**src/sv/ata_pkg.sv**
```systemverilog
// ----------------------------------------------------------------------------
// ata_pkg
// Constants shared by the tilt angle pipeline: angle format and CORDIC table.
// ----------------------------------------------------------------------------
package ata_pkg;

   localparam int ANG_W         = 29;
   localparam int OUT_W         = 12;
   localparam int FRAC_SHIFT    = 16;
   localparam int CORDIC_STAGES = 21;
   localparam int LANES         = 3;

   // angles in 2^-20 degree
   localparam logic signed [ANG_W-1:0] DEG_90  = 29'sd94371840;
   localparam logic        [ANG_W-2:0] DEG_180 = 28'd188743680;

   localparam logic signed [ANG_W-1:0] ATAN_TAB [0:CORDIC_STAGES-1] = '{
      29'sd47185920, 29'sd27855475, 29'sd14718068, 29'sd7471121, 29'sd3750058,
      29'sd1876857,  29'sd938658,   29'sd469357,   29'sd234682,  29'sd117342,
      29'sd58671,    29'sd29335,    29'sd14668,    29'sd7334,    29'sd3667,
      29'sd1833,     29'sd917,      29'sd458,      29'sd229,     29'sd115,
      29'sd57
   };

   // first-quadrant angle with special cases and clamp applied
   function automatic logic [ANG_W-2:0] quad_angle(logic signed [ANG_W-1:0] z,
                                                    logic num_zero, logic den_zero);
      logic [ANG_W-2:0] q;
      if (num_zero) begin
         q = '0;
      end else if (den_zero) begin
         q = DEG_90[ANG_W-2:0];
      end else if (z < 0) begin
         q = '0;
      end else if (z > DEG_90) begin
         q = DEG_90[ANG_W-2:0];
      end else begin
         q = z[ANG_W-2:0];
      end
      return q;
   endfunction

endpackage

```
**src/sv/ata_sqrt_cell.sv**
```systemverilog
// ----------------------------------------------------------------------------
// ata_sqrt_cell
// One digit of a pipelined restoring square root: two radicand bits per cell.
// ----------------------------------------------------------------------------
module ata_sqrt_cell
   import ata_pkg::*;
#(
   parameter int RW = 30,
   parameter int NW = 60
) (
   input  logic          clock,
   input  logic          en,
   input  logic [RW+2:0] rem_i,
   input  logic [RW-1:0] root_i,
   input  logic [NW-1:0] n_i,
   output logic [RW+2:0] rem_ff,
   output logic [RW-1:0] root_ff,
   output logic [NW-1:0] n_ff
);

   logic [RW+2:0] cur;
   logic [RW+2:0] trial;
   logic          ge;
   logic [RW+2:0] rem_in;
   logic [RW-1:0] root_in;
   logic [NW-1:0] n_in;

   always_comb begin
      cur     = {rem_i[RW:0], n_i[NW-1 -: 2]};
      trial   = {1'b0, root_i, 2'b01};
      ge      = (cur >= trial);
      rem_in  = ge ? (cur - trial) : cur;
      root_in = {root_i[RW-2:0], ge};
      n_in    = {n_i[NW-3:0], 2'b00};
   end

   always_ff @(posedge clock) begin
      if (en) begin
         rem_ff  <= rem_in;
         root_ff <= root_in;
         n_ff    <= n_in;
      end
   end

endmodule

```
**config.mk**
```make
export PLATFORM = sky130hd
export DESIGN_NAME = ata_sqrt_cell
export DESIGN_NICKNAME = d
export VERILOG_FILES = /design/src/sv/ata_pkg.sv /design/src/sv/ata_sqrt_cell.sv
export SDC_FILE = /design/constraint.sdc
export NUM_CORES = 1
export LEC_CHECK = 0
export BUFFER_PORTS_ARGS = -buffer_cell sky130_fd_sc_hd__buf_2
export CAP_MARGIN = 20
export CORE_ASPECT_RATIO = 0.7
export CORE_MARGIN = 4
export CORE_UTILIZATION = 48
export DETAILED_ROUTE_END_ITERATION = 6
export PLACE_DENSITY = 0.86
export SLEW_MARGIN = 30
export SYNTH_ARGS = -nofsm -noshare
export SYNTH_HDL_FRONTEND = slang
export SYNTH_SLANG_ARGS = --single-unit
```
**constraint.sdc**
```tcl
create_clock -name clock -period 3.1 [get_ports clock]
set_clock_uncertainty 0.05 [all_clocks]
set_input_delay 0.31 -clock clock [delete_from_list [all_inputs] [get_ports clock]]
set_output_delay 0.31 -clock clock [all_outputs]
set_load 0.005 [all_outputs]
```
==> metrics.txt, run 1 <==
P per Cell Area a little over 600 nW/um2; fin nets just under 900; FF+latch count, synth 121; worst-path fanout max just under 60; GRT met1 Usage 0.276; DPL Wire Length 11500 um; vias in the first global route ~4500; Critical Path Sink Type flip-flop; pre-CTS setup slack between 150 and 200 ps; RSZ-0062 raised after global routing false; mux cell area share after synthesis 0.00702; I/O Buffers approximately 240; Fmax achieved just under 400 MHz; chip height 101 um; Post-Synth XOR/XNOR Area 0.0372; Pre-Repair DR Iteration Count 5; largest net degree at the start of global routing just under 60; clk sink count approximately 120; DRT iter0 DRCs ~260; min Tclk post-route between 2000 and 3000 ps; I/O pins ~250; Hold Buf Count CTS 0; Arr. time, crit path roughly 2700 ps; area of the multi-input gates around 2000 um2; drt wl/cell between 15 and 20 um; layout cell share with drive strength beyond 1 0.396; Synth Instances roughly 460; GRT Total Usage 0.207; Post-Synth Adder-Cell Area 0.0681; Layout fillers about 920; met3 usage 0.0607; die area between 10000 and 15000 um2; Hold Slack 22.6 ps; via/cell ratio 5.20; setup TNS 0 ps; LEAKAGE between 3 and 4 nW; Routed WL roughly 15000 um; area growth from synthesis to final layout 34.1%; HP Class primary input to flip-flop; post-synthesis simple-gate area fraction 0.0853; status finished, final reports clean; EDFF count, synth between 100 and 150; critical path launch point type primary input; grt total ovfl 0; clock-pin slew of the registers on the worst-case setup and hold paths 60 ps; Max-cap violations 0; Final Worst Setup Slack 546 ps; htree depth 4; Netlist cell types 54; Final Slew Violations 0; Clock Path Buffers 2; GPL Wtd Cong ~0.86; hold path cells 1; root buffer cell clkbuf_16; Syn Area/Cell 12.7 um2; core region area ~12000 um2; final core utilization 0.665; total power roughly 4.8 mW; Post-CTS Repair Setup Buffers 0; register area share after synthesis 0.618; Rows 33; Initial Util 0.496; asr flop ratio synth 0; Routed Antenna Nets 0; Worst Path Required ~3200 ps; CTS buffer count 17; count of final hold-check violations 0; GR Util met2 0.332; Die W 140 um; Synth warnings 0; synthesized cell area roughly 6000 um2; TritonCTS clock tree done; busiest grt layer met2; Main synth FF type edfxtp_1; first-pass GRT wire length around 23000 um; main combinational cell family by area after synthesis compound AO/OA/AOI/OAI gates; cts repair resizes 0; Final setup violation count 0; hold endpoint n_ff[30]; worst hold start n_i[28]; crit share post-route 0.824; vias post-DR about 4700; DRC 0; initial antenna violation count 1; Synth Area in Compound Gates 0.141; Crit Path Class primary input to flip-flop; register area roughly 3600 um2; VDD IR max roughly 0.4 mV
-- cell usage in the layout (no fill, tap or decap), drive strengths merged, types with 3 or more instances in the layout --
master,n
buf,254
edfxtp,121
o21ai,44
inv,43
nand2,40
ha,32
a21oi,25
clkbuf,17
a21o,15
xor2,14
nor2,12
xnor2,11
nand3,10
and3,10
clkinv,8
a31oi,7
nand4,5
nand2b,5
o21a,5
o31ai,4
nor2b,4
a211oi,4
nor3,3
a311oi,3
o21bai,3
a21boi,3
mux2i,3
-- stage by stage --
step           instances  area [um2]
2_1_floorplan        465        5880
3_3_place_gp         863        7300
3_5_place_dp         863        7300
4_1_cts              895        7880
5_1_grt              895        7880
6_report             896        7880
-- kinds of logic after synthesis --
logic type / after synthesis
and+or+nand+nor: 100
adders and majority gates: 32
xor gates and xnor gates: 25
buffers and inverters: 53
AOI/OAI and AO/OA: 128
other: 1
DFF: 121
muxes: 4
-- power by group --
group	switching, mW	internal [mW]	leakage [nW]
clock network	0.723	1.18	0.279
registers	0.0401	2.00	1.18
logic	0.450	0.366	2.09
-- how the worst max path moves through the flow --
| stage | to | slack [ps] | depth (start not counted) | startpoint |
|---|---|---|---|---|
| after floorplan | rem_ff[17] | 620 | 11 | root_i[28] |
| after global placement | rem_ff[7] | 220 | 10 | rem_i[8] |
| after detailed placement | rem_ff[7] | 170 | 10 | rem_i[8] |
| after CTS | rem_ff[7] | 570 | 11 | root_i[8] |
| after global routing | rem_ff[5] | 310 | 11 | root_i[8] |
| final | rem_ff[7] | 550 | 11 | root_i[8] |
-- sequential cells by signal, indices dropped and copies added, names as in the netlist --
register	flops
n_ff	58
root_ff	30
rem_ff	33
-- metal layers --
layer	up-vias	part of all wire
li1	2271	-
met1	2167	0.43
met2	196	0.47
met3	19	0.081
met4	2	0.013
met5	-	0.00087
-- final cells by class --
| class | instances | share of cell area |
|---|---|---|
| well taps | 157 | 0.0249 |
| multi-input cells | 291 | 0.253 |
| clock buffers | 17 | 0.0540 |
| diodes | 1 | 0.000317 |
| clock inverters | 15 | 0.0190 |
| inverters | 40 | 0.0190 |
| repair buffers | 254 | 0.168 |
| flip-flops and latches | 121 | 0.461 |
-- critical path: stages --
cell,delay [ps]
buf_2,90
inv_1,40
ha_1,340
a21o_1,200
a21oi_1,230
nand4b_1,170
o21ai_1,220
o21ai_2,160
a221oi_4,420
buf_12,300
o21ai_0,150
-- Yosys cell counts (4+ instances only) --
cell type	number	area, um2
nand4_1	5	31.3
ha_1	32	400
nand3_1	10	50.1
o21a_1	5	37.5
nor2b_1	4	25.0
xor2_1	14	123
o21ai_0	23	115
nor2_1	12	45.0
a21o_1	15	113
o31ai_1	4	30.0
a31oi_1	7	43.8
a21oi_1	25	125
and3_1	9	56.3
nand2_1	40	150
inv_1	39	146
o21ai_1	18	90.1
edfxtp_1	121	3630
xnor2_1	11	96.3
nand2b_1	5	31.3
Note: power is estimated with default switching activity, not from simulation.
==> run 2, diff against run 1 <==
--- a/config.mk
+++ b/config.mk
@@ -5,13 +5,14 @@
 export SDC_FILE = /design/constraint.sdc
 export NUM_CORES = 1
 export LEC_CHECK = 0
+export ABC_AREA = 1
 export BUFFER_PORTS_ARGS = -buffer_cell sky130_fd_sc_hd__buf_2
 export CAP_MARGIN = 20
 export CORE_ASPECT_RATIO = 0.7
 export CORE_MARGIN = 4
-export CORE_UTILIZATION = 48
+export CORE_UTILIZATION = 51
 export DETAILED_ROUTE_END_ITERATION = 6
-export PLACE_DENSITY = 0.86
+export PLACE_DENSITY = 0.88
 export SLEW_MARGIN = 30
 export SYNTH_ARGS = -nofsm -noshare
 export SYNTH_HDL_FRONTEND = slang
==> constraint.sdc (replaced) <==
create_clock -name clock -period 2.4 [get_ports clock]
set_clock_uncertainty 0.05 [all_clocks]
set_input_delay 0.24 -clock clock [delete_from_list [all_inputs] [get_ports clock]]
set_output_delay 0.24 -clock clock [all_outputs]
set_load 0.005 [all_outputs]
==> run 2 against run 1 <==
Against the previous run:
- the flow now finishes with violations (setup timing)
- critical path depth rose by 1
- clock power rose by 37%
- global-route usage rose by 8.8 points
- largest power group unchanged
==> metrics.txt, run 2 <==
worst hold start root_i[19]; Clock Path Buffers 2; Internal 4.80 mW; via/cell ratio around 5.1; Pre-Repair DR Iteration Count 5; Critical Path Sink Type flip-flop; root buffer cell clkbuf_16; Worst Path Required between 2000 and 3000 ps; Synth warnings 0; final core utilization 0.796; Final Cell Area 10500 um2; Hold Slack 27.2 ps; Crit Path Class primary input to flip-flop; Synth Instances just over 800; Top reg by flops n_ff; most frequent cells in the layout 299 x nand2_1, 238 x buf_2, 155 x inv_1; CTS buffer count 17; Final Slew Violations 0; core region area approximately 13000 um2; Main synth FF type edfxtp_1; layout cell share with drive strength beyond 1 0.315; met2 routed WL 11600 um; Final setup violation count 1; FF+latch count, synth around 120; min Tclk post-route about 2400 ps; most frequent cell after synthesis nand2_1; DPL Wire Length ~16000 um; Routed WL between 20000 and 25000 um; I/O pins approximately 250; Final Worst Setup Slack -4.60 ps; Die W about 150 um; Netlist cell types 28; top sig layer met4; Arr. time, crit path between 2000 and 3000 ps; failing checks setup timing; fin cells around 1400; die area 15500 um2; Synth top area share 0.527; largest net degree at the start of global routing a little under 60; vias post-DR 7071; LEAKAGE about 5.4 nW; Metal-1 WL a little under 10000 um; count of final hold-check violations 0; Post-synth top cells 325 x nand2_1, 164 x inv_1, 121 x edfxtp_1; GPL Wtd Cong between 0.9 and 1; htree depth 4; Flop pwr share 0.387; DRT iter0 DRCs 643; area growth from synthesis to final layout 52.1%; I/O Buffers 243; worst-path fanout max 6; Placed Area about 8500 um2; chip height about 110 um; VDD IR max between 0.5 and 0.6 mV; EDFF count, synth between 100 and 150; TritonCTS clock tree done; dpl cells ~1300; switching power between 1.5 and 2 mW; first-pass GRT wire length around 36000 um; Rows 35; vias in the first global route 6684; Fmax achieved between 400 and 500 MHz; Clk pwr share 0.383; critical path launch point type primary input; clk sink count 121; top post-synthesis cells by area edfxtp_1 53%, nand2_1 18%, inv_1 8.9%, ha_1 5.8%, nand4_1 3.2%; asr flop ratio synth 0; initial antenna violation count 0; number of flip-flops in the largest register 58; P per Cell Area 648 nW/um2; register area share after synthesis 0.527; status finished with violations; Max-cap violations 0; DRC 0; Comb pwr share 0.230; post-synth top area cell edfxtp_1; drt wl/cell about 18 um; biggest registers after layout n_ff (58), rem_ff (33), root_ff (30); switching part of the total 0.294; Initial Util 0.523; pre-CTS setup slack 81.5 ps; Antenna Diode Count 0; Routed Antenna Nets 0; crit share post-route 1.00; commonest non-fill, non-tap cell in the layout nand2_1; fin nets 1349; Syn Area/Cell 8.38 um2; GRT Total Usage 0.295; Crit. Startpoint root_i[8]; clock-pin slew of the registers on the worst-case setup and hold paths 60 ps; WL met3 approximately 2700 um; grt total ovfl 0; synthesized cell area between 6000 and 7000 um2; HP Class primary input to flip-flop
run 2: cell types whose count changed in the layout (fill, tap and decap cells not counted), moves of 13 or more:
cell and change:
nand3_1 +16, dlygate4sd3_1 +85, ha_1 -14, o21ai_0 -23
buf_4 +16, nand4_1 +30, nand2_2 +20, inv_1 +116
nand2_1 +259, o21ai_1 -16, a21o_1 -15, nor2_1 +21
ha_4 +13
run 2: kinds of logic (layout without fill, tap and decap cells):
group | count (synthesis) | count (layout) | share of synthesized area
and+or+nand+nor | 447 | 447 | 0.273
DFF | 121 | 121 | 0.527
buffers and inverters | 183 | 564 | 0.105
adders and majority gates | 32 | 32 | 0.0580
xor gates and xnor gates | 15 | 15 | 0.0190
other | 1 | 2 | 0.000543
AOI/OAI and AO/OA | 24 | 24 | 0.0178
run 2: metrics by stage:
stage                     power [mW]  setup TNS [ps]
after global placement          3.85               0
final                           6.80           -4.60
after floorplan                 3.32               0
after global routing            7.08            -881
after detailed placement        3.89               0
after CTS                       6.57               0
run 2: cell type report:
class                   count  area [um2]
flip-flops and latches    121        3630
well taps                 185         231
fillers                   842        2690
inverters                 169         637
clock inverters            15         166
multi-input cells         520        2880
clock buffers              17         425
repair buffers            363        2520
run 2: critical path, stage by stage:
cell and delay (ps):
dlygate4sd3_1 610, inv_1 90, ha_4 300, nand2_2 80, nor2_4 150, inv_2 70
nor3_4 240, nand4_4 260, nand3_4 260, buf_12 160, nand2_1 70, nand2_2 90
run 2: what timing repair did:
item | 4_1_cts | 5_1_grt
hold buffers | 85 | 1
endpoints found under the hold margin | 85 | 1
gates resized for setup | 0 | 83
endpoints found under the setup margin | 0 | 34
buffers inserted | 0 | 13
run 2: final timing paths:
| kind | endpoint | depth (start not counted) |
|---|---|---|
| setup / recovery | rem_ff[21] | 12 |
| hold / removal | root_ff[20] | 1 |
run 2: power groups by stage:
stage	combinational [mW]	clock [mW]	sequential, mW
2_1_floorplan	0.614	0	2.70
3_3_place_gp	1.19	0	2.66
3_5_place_dp	1.22	0	2.67
4_1_cts	1.34	2.60	2.63
5_1_grt	1.69	2.73	2.65
6_report	1.56	2.60	2.63
run 2: metal layers:
layer  GRT usage  up-vias
met4      0.0605        0
met3      0.0700       58
li1            -     3354
met2       0.493      453
met1       0.397     3206
met5           0        -
