===== src/sv/ata_pkg.sv =====
// ----------------------------------------------------------------------------
// ata_pkg
// Constants shared by the tilt angle pipeline: angle format and CORDIC table.
// ----------------------------------------------------------------------------
package ata_pkg;

   localparam int ANG_W         = 29;
   localparam int OUT_W         = 12;
   localparam int FRAC_SHIFT    = 16;
   localparam int CORDIC_STAGES = 21;
   localparam int LANES         = 3;

   // angles in 2^-20 degree
   localparam logic signed [ANG_W-1:0] DEG_90  = 29'sd94371840;
   localparam logic        [ANG_W-2:0] DEG_180 = 28'd188743680;

   localparam logic signed [ANG_W-1:0] ATAN_TAB [0:CORDIC_STAGES-1] = '{
      29'sd47185920, 29'sd27855475, 29'sd14718068, 29'sd7471121, 29'sd3750058,
      29'sd1876857,  29'sd938658,   29'sd469357,   29'sd234682,  29'sd117342,
      29'sd58671,    29'sd29335,    29'sd14668,    29'sd7334,    29'sd3667,
      29'sd1833,     29'sd917,      29'sd458,      29'sd229,     29'sd115,
      29'sd57
   };

   // first-quadrant angle with special cases and clamp applied
   function automatic logic [ANG_W-2:0] quad_angle(logic signed [ANG_W-1:0] z,
                                                    logic num_zero, logic den_zero);
      logic [ANG_W-2:0] q;
      if (num_zero) begin
         q = '0;
      end else if (den_zero) begin
         q = DEG_90[ANG_W-2:0];
      end else if (z < 0) begin
         q = '0;
      end else if (z > DEG_90) begin
         q = DEG_90[ANG_W-2:0];
      end else begin
         q = z[ANG_W-2:0];
      end
      return q;
   endfunction

endpackage


===== src/sv/ata_cordic_cell.sv =====
// ----------------------------------------------------------------------------
// ata_cordic_cell
// One vectoring CORDIC rotation with a fixed shift and table angle.
// ----------------------------------------------------------------------------
module ata_cordic_cell
   import ata_pkg::*;
#(
   parameter int                      CW    = 34,
   parameter int                      SHIFT = 0,
   parameter logic signed [ANG_W-1:0] ANGLE = '0
) (
   input  logic                    clock,
   input  logic                    en,
   input  logic signed [CW-1:0]    x_i,
   input  logic signed [CW-1:0]    y_i,
   input  logic signed [ANG_W-1:0] z_i,
   input  logic                    nz_i,
   input  logic                    dz_i,
   output logic signed [CW-1:0]    x_ff,
   output logic signed [CW-1:0]    y_ff,
   output logic signed [ANG_W-1:0] z_ff,
   output logic                    nz_ff,
   output logic                    dz_ff
);

   localparam logic signed [CW-1:0] RND = CW'((64'd1 << SHIFT) - 64'd1);

   logic signed [CW-1:0]    dx;
   logic signed [CW-1:0]    dy;
   logic signed [CW-1:0]    x_in;
   logic signed [CW-1:0]    y_in;
   logic signed [ANG_W-1:0] z_in;

   // shifts truncate toward zero
   always_comb begin
      dx = $signed(y_i + ((y_i < 0) ? RND : '0)) >>> SHIFT;
      dy = $signed(x_i + ((x_i < 0) ? RND : '0)) >>> SHIFT;
      if (y_i > 0) begin
         x_in = x_i + dx;
         y_in = y_i - dy;
         z_in = z_i + ANGLE;
      end else begin
         x_in = x_i - dx;
         y_in = y_i + dy;
         z_in = z_i - ANGLE;
      end
   end

   always_ff @(posedge clock) begin
      if (en) begin
         x_ff  <= x_in;
         y_ff  <= y_in;
         z_ff  <= z_in;
         nz_ff <= nz_i;
         dz_ff <= dz_i;
      end
   end

endmodule


===== config.mk =====
export PLATFORM = sky130hd
export DESIGN_NAME = ata_cordic_cell
export DESIGN_NICKNAME = d
export VERILOG_FILES = /design/src/sv/ata_pkg.sv /design/src/sv/ata_cordic_cell.sv
export SDC_FILE = /design/constraint.sdc
export NUM_CORES = 1
export LEC_CHECK = 0
export BUFFER_PORTS_ARGS = -buffer_cell sky130_fd_sc_hd__buf_2
export CAP_MARGIN = 10
export CORE_UTILIZATION = 24
export DETAILED_ROUTE_END_ITERATION = 8
export PLACE_DENSITY_LB_ADDON = 0.12
export SLEW_MARGIN = 20
export SYNTH_ARGS = -nofsm -noshare
export SYNTH_HDL_FRONTEND = slang
export SYNTH_SLANG_ARGS = --single-unit

===== constraint.sdc =====
create_clock -name clock -period 3.71 [get_ports clock]
set_input_delay 0.371 -clock clock [delete_from_list [all_inputs] [get_ports clock]]
set_output_delay 0.371 -clock clock [all_outputs]
set_load 0.03 [all_outputs]

==> results by group, run 1 <==
Outcome
  – Status: complete, no violations

STA
  – Tmin final: 3.17 ns
  – Rel. slew slack: 30.4%
  – Worst setup margin: 0.544 ns
  – Final hold viol count: 0
  – Final setup violation count: 0
  – Final count of pins violating max slew: 0
  – FMAX: 0.316 GHz
  – Tcrit/Tclk final: 85.3%
  – Final setup TNS: 0 ns
  – Worst Tran Pin Value: 1.04 ns
  – RSZ-0062 raised after global routing: no

Logic synthesis
  – Post-synthesis adder-cell area fraction: 14.3%
  – Synth Area in Simple Gates: 13.8%
  – Yosys warns: 0
  – Top cells by area, synth: edfxtp_1 (32%), ha_1 (14%), a21oi_1 (6.8%)
  – Mapped Cells: 1016
  – Post-synth EDFFs: 98
  – FFs w/ async S/R, synth: 0%
  – Register bit total from synthesis: 98
  – Xor/xnor share of the synthesized area: 6.38%
  – Post-synthesis cell area: 9060 um2
  – Post-synthesis area per instance: 8.92 um2
  – Ys flop type: edfxtp_1
  – Post-synthesis mux area share: 1.66%
  – Seq/Total Area, Yosys: 32.5%
  – Yosys cell types: 83
  – Largest family of logic cells by synthesized area: compound AO/OA/AOI/OAI gates
  – Top cell type's share of synthesized area: 32.5%
  – Syn_nets: 1219
  – Leading area contributor after synthesis: edfxtp_1
  – Compound-Gate Fraction of Synth Area: 24.0%

Clock tree
  – CTS tree: done
  – Total CTS buffers: 9
  – CTS sink cnt: 98
  – Clock Path Buffers: 2
  – Clk root buf: clkbuf_16
  – Clock transition at the registers of the reported paths: 0.08 ns
  – # hold bufs at CTS: 0
  – H-Tree Depth: 3
  – PostCTS Resize Cnt: 0
  – Postcts setup bufs: 0

Layout
  – # fillers: 4037
  – Area Overhead vs Synth: 22.8%
  – Nets: 1434
  – Layout cell share with drive strength beyond 1: 24.3%
  – Diode count: 0

Global route
  – Initial antenna violation count: 2
  – First-pass GRT wire length: 53.0 mm
  – GR Overflow Total: 0
  – Number of global-route vias before repair: 8408
  – GRT Resource Usage Total: 18.5%
  – Pin count of the biggest net entering global routing: 53

Drt
  – Residual DRC: 0
  – First drt pass iteration count: 5
  – Wire per inst: 20.4 um
  – Post-DRT Antenna Nets: 0
  – DR vias/cell: 4.89
  – WL final: 35.6 mm
  – Initial DRC count: 505
  – Routed vias: 8500

Critical path
  – Crit path cell chain: buf_2, inv_1, ha_1, inv_1, a21oi_1, a21oi_1, o22ai_1, o31ai_4, o31ai_4, nor3_1, o31ai_1, xnor2_1
  – Crit. End Element: flop
  – Worst-path maximum fanout: 7
  – Delay-heaviest family, CP: compound AO/OA/AOI/OAI gates
  – Crit path DAT: 3.30 ns
  – Worst EP required: 3.85 ns
  – CP max-delay cell: o22ai_1
  – Crit path kind: in -> reg
  – Startpoint Class: input pin
  – CP peak stage delay: 0.47 ns
  – Buf+Inv Stages, Crit Path: 3

Power and ir drop
  – VDD IR-drop max: 0.255 mV
  – Static leakage: 4.79 nW
  – Pwr dens: 388 nW/um2

Placement
  – Pre-CTS setup slack: 0.199 ns
  – HPWL Detailed: 28.6 mm
  – Port bufs: 199
  – Routability-driven placement congestion ratio: 0.897

Floorplan
  – Starting Density: 24.6%
  – DIE AREA: 38500 um2
  – Die W: 196 um
  – Core ar.: 36900 um2
  – Std cell rows: 70
  – Die Ht: 196 um
  – I/O Pins: 200

Flow run
  – Total of max-cap violations: 0

Worst hold path
  – Hold crit path type: in -> reg
## flip-flops by register name, summed over array words and instances (netlist names)
| register | cells |
|---|---|
| dz_ff | 1 |
| nz_ff | 1 |
| x_ff | 34 |
| y_ff | 33 |
| z_ff | 29 |
## layer usage
metal  track usage (%)  share of wire [%]  up-vias
met2              28.9                 44      284
li1                  -                  -     4095
met3              2.67                4.9       36
met1              25.9                 48     4083
met5                 0              0.023        -
met4              6.22                2.2        2
## power by group
group | switching [W] | internal (W) | total (W)
sequential | 0.0000499 | 0.00143 | 0.00148
clock | 0.000509 | 0.000530 | 0.00104
combinational | 0.00121 | 0.000599 | 0.00181
total | 0.00177 | 0.00256 | 0.00432
## synthesized netlist by cell type, types with 3 or more instances
library cell / n
and2_1: 3
o21bai_1: 15
o21ai_0: 68
o311ai_0: 3
a311oi_1: 5
or3_1: 7
or2_2: 7
nor4_1: 16
edfxtp_1: 98
a21oi_1: 123
ha_1: 99
a221oi_1: 3
o31a_1: 5
clkbuf_1: 14
buf_1: 3
xnor2_1: 58
nor3_1: 26
a21o_1: 15
o211ai_2: 3
o31ai_4: 3
a31oi_1: 12
buf_2: 14
o221ai_1: 5
o211ai_1: 8
nor2_1: 80
nand3_1: 13
o22ai_1: 5
buf_4: 4
a21boi_0: 3
clkinv_1: 4
mux2i_1: 15
o21a_1: 7
fa_1: 3
xor2_1: 8
o31ai_1: 10
buf_6: 6
nor2b_1: 8
nand4_1: 13
nand2_1: 52
a211oi_1: 12
inv_1: 100
nand2b_1: 10
## cell families after synthesis
logic type	Yosys count
xor+xnor	66
fa+ha+maj	102
compound gates	332
simple gates	252
flops	98
mux	15
buf+inv	151
## final cells by class
cell class | instances | area (um2) | area share [%]
Tap cell | 504 | 631 | 5.66
Multi-Input combinational cell | 767 | 5470 | 49.1
Clock buffer | 9 | 225 | 2.02
Clock inverter | 7 | 75.1 | 0.674
Timing Repair Buffer | 247 | 1380 | 12.4
Sequential cell | 98 | 2940 | 26.4
Inverter | 108 | 409 | 3.68
## final timing paths
kind                  startpoint  endpoint  slack [ns]  depth (start not counted)
worst max-delay path     x_i[14]  x_ff[25]        0.54                         12
worst min-delay path     z_i[28]  z_ff[28]        0.15                          1
## cell usage in the layout, fill, tap and decap left out, types with 5 or more instances in the layout
master and n:
nand4_1 13, o31ai_1 10, nor2b_1 8, xor2_1 8, buf_4 47, o21ai_0 68, edfxtp_1 98, ha_1 99
or2_2 7, clkinv_1 6, buf_2 198, a31oi_1 12, or3_1 7, xnor2_1 58, a21o_1 14, nor2_1 80
o211ai_1 8, o31a_1 5, mux2i_1 15, nand2_1 52, nor4_1 16, o221ai_1 5, clkbuf_16 9, a211oi_1 12
nand3_1 13, nand2b_1 10, nor3_1 26, o22ai_1 5, o21a_1 7, a311oi_1 5, o21bai_1 15, inv_1 100
a21oi_1 122
## metrics by stage
stage          area, um2  hold WS (ns)  utilization (%)  std cells  power [W]
6_report           11100         0.154             30.2       1740    0.00432
5_1_grt            11100         0.139             30.2       1740    0.00455
3_3_place_gp       10800         0.548             29.4       1724    0.00332
3_5_place_dp       10800         0.549             29.4       1724    0.00330
2_1_floorplan       9060         0.470                -       1016    0.00266
4_1_cts            11100         0.129             30.2       1740    0.00438
Power figures use the tool's default switching activity.
==> run 2, diff against run 1 <==
--- a/config.mk
+++ b/config.mk
@@ -7,6 +7,8 @@
 export LEC_CHECK = 0
 export BUFFER_PORTS_ARGS = -buffer_cell sky130_fd_sc_hd__buf_2
 export CAP_MARGIN = 10
+export CELL_PAD_IN_SITES_DETAIL_PLACEMENT = 0
+export CELL_PAD_IN_SITES_GLOBAL_PLACEMENT = 2
 export CORE_UTILIZATION = 24
 export DETAILED_ROUTE_END_ITERATION = 8
 export PLACE_DENSITY_LB_ADDON = 0.12
==> results by group, run 2 (synthesized netlist as in run 1, its figures left out) <==
Floorplan
  – Core ar.: 36900 um2 (unchanged)
  – Std cell rows: 70 (unchanged)
  – Die Ht: 196 um (unchanged)
  – DIE AREA: 38500 um2 (unchanged)
  – Starting Density: 24.6% (unchanged)
  – Die W: 196 um (unchanged)
  – I/O Pins: 200 (unchanged)

STA
  – Rel. slew slack: 30.9% (was 30.4%)
  – Final count of pins violating max slew: 0 (unchanged)
  – Tcrit/Tclk final: 83.5% (was 85.3%)
  – Final setup TNS: 0 ns (unchanged)
  – Worst Tran Pin Value: 1.03 ns (was 1.04 ns)
  – FMAX: 0.323 GHz (was 0.316 GHz)
  – RSZ-0062 raised after global routing: no (unchanged)
  – Final hold viol count: 0 (unchanged)
  – Tmin final: 3.10 ns (was 3.17 ns)
  – Final setup violation count: 0 (unchanged)

Layout
  – Area Overhead vs Synth: 24.6% (was 22.8%)
  – Register area: 2940 um2 (unchanged)
  – Commonest non-fill, non-tap cell in the layout: buf_2 (unchanged)
  – Top reg by flops: x_ff (unchanged)
  – # fillers: 3999 (was 4037)
  – Final Util: 30.6% (was 30.2%)
  – Largest regs: x_ff x34, y_ff x33, z_ff x29 (unchanged)
  – Commonest non-fill, non-tap cells in the layout: buf_2 (198), a21oi_1 (122), inv_1 (100) (unchanged)
  – Layout cell share with drive strength beyond 1: 25.9% (was 24.3%)
  – Area of the multi-input gates: 5470 um2 (unchanged)
  – Max reg flops: 34 (unchanged)
  – Nets: 1459 (was 1434)

Placement
  – Port bufs: 199 (unchanged)
  – Routability-driven placement congestion ratio: 0.848 (was 0.897)
  – HPWL Detailed: 30.7 mm (was 28.6 mm)

Critical path
  – Worst EP required: 3.84 ns (was 3.85 ns)
  – Crit path DAT: 3.23 ns (was 3.30 ns)
  – Crit. End Element: flop (unchanged)
  – Startpoint Class: input pin (unchanged)
  – Crit path kind: in -> reg (unchanged)
  – Worst-path maximum fanout: 11 (was 7)

Global route
  – First-pass GRT wire length: 54.9 mm (was 53.0 mm)
  – GR Overflow Total: 0 (unchanged)
  – Pin count of the biggest net entering global routing: 39 (was 53)
  – GRT Resource Usage Total: 19.4% (was 18.5%)
  – Initial antenna violation count: 0 (was 2)
  – Number of global-route vias before repair: 8439 (was 8408)

Drt
  – Post-DRT Antenna Nets: 0 (unchanged)
  – First drt pass iteration count: 5 (unchanged)
  – Residual DRC: 0 (unchanged)
  – DR vias/cell: 4.81 (was 4.89)
  – WL final: 37.4 mm (was 35.6 mm)
  – Wire per inst: 21.2 um (was 20.4 um)
  – Initial DRC count: 508 (was 505)
  – Routed vias: 8503 (was 8500)

Power and ir drop
  – Static leakage: 4.89 nW (was 4.79 nW)
  – Total power: 0.00431 W (was 0.00432 W)
  – VDD IR-drop max: 0.205 mV (was 0.255 mV)
  – Pwr dens: 381 nW/um2 (was 388 nW/um2)

Clock tree
  – Clock Path Buffers: 2 (unchanged)
  – Postcts setup bufs: 0 (unchanged)
  – PostCTS Resize Cnt: 0 (unchanged)
  – Clock transition at the registers of the reported paths: 0.08 ns (about the same)
  – H-Tree Depth: 3 (unchanged)
  – Clk root buf: clkbuf_16 (unchanged)
  – CTS sink cnt: 98 (unchanged)
  – Total CTS buffers: 9 (unchanged)
  – CTS tree: done (unchanged)
  – # hold bufs at CTS: 0 (unchanged)

Flow run
  – Total of max-cap violations: 0 (unchanged)

Worst hold path
  – Hold crit path type: in -> reg (unchanged)

Outcome
  – Status: complete, no violations (unchanged)
run 2: routing by layer:
layer	vias to the layer above	global-route usage, %	routed length, um
met5	-	0	0
met4	0	5.21	507
li1	4145	-	-
met2	216	31.0	17100
met3	19	1.90	1350
met1	4123	27.6	18500
run 2: layout make-up:
class | instances | share of cell area, %
Antenna cell | 1 | 0.0222
Clock buffer | 10 | 2.03
Clock inverter | 6 | 0.487
Inverter | 108 | 3.62
Multi-Input combinational cell | 767 | 48.4
Sequential cell | 98 | 26.1
Tap cell | 504 | 5.58
Timing Repair Buffer | 272 | 13.8
run 2: metrics by stage:
stage	setup slack, ns	cell area (um2)	hold WS [ns]	instances
global placement	0.161	11000	0.548	1749
detailed placement	0.134	11000	0.549	1749
finish	0.610	11300	0.167	1766
floorplan	0.935	9060	0.470	1016
global route	0.311	11300	0.147	1765
CTS	0.533	11300	0.142	1765
run 2: worst paths after layout:
| path | to | start | depth (start not counted) | slack [ns] |
|---|---|---|---|---|
| max | y_ff[32] | x_i[2] | 12 | 0.61 |
| min | z_ff[0] | z_i[0] | 1 | 0.17 |
run 2: power by group:
group | total, W | switching [W] | internal [W] | leakage, nW
Sequential | 0.00147 | 0.0000442 | 0.00143 | 0.959
Clock | 0.000970 | 0.000500 | 0.000471 | 0.134
Combinational | 0.00186 | 0.00124 | 0.000627 | 3.80
run 2: critical path: stages:
cell and delay, ns:
buf_2 0.12, inv_1 0.05, ha_1 0.46, and3b_1 0.27, o21ai_0 0.18, a21oi_1 0.13
nor4_1 0.52, o311ai_0 0.25, o21ai_0 0.43, nand4b_1 0.18, o211ai_1 0.10, xor2_1 0.15
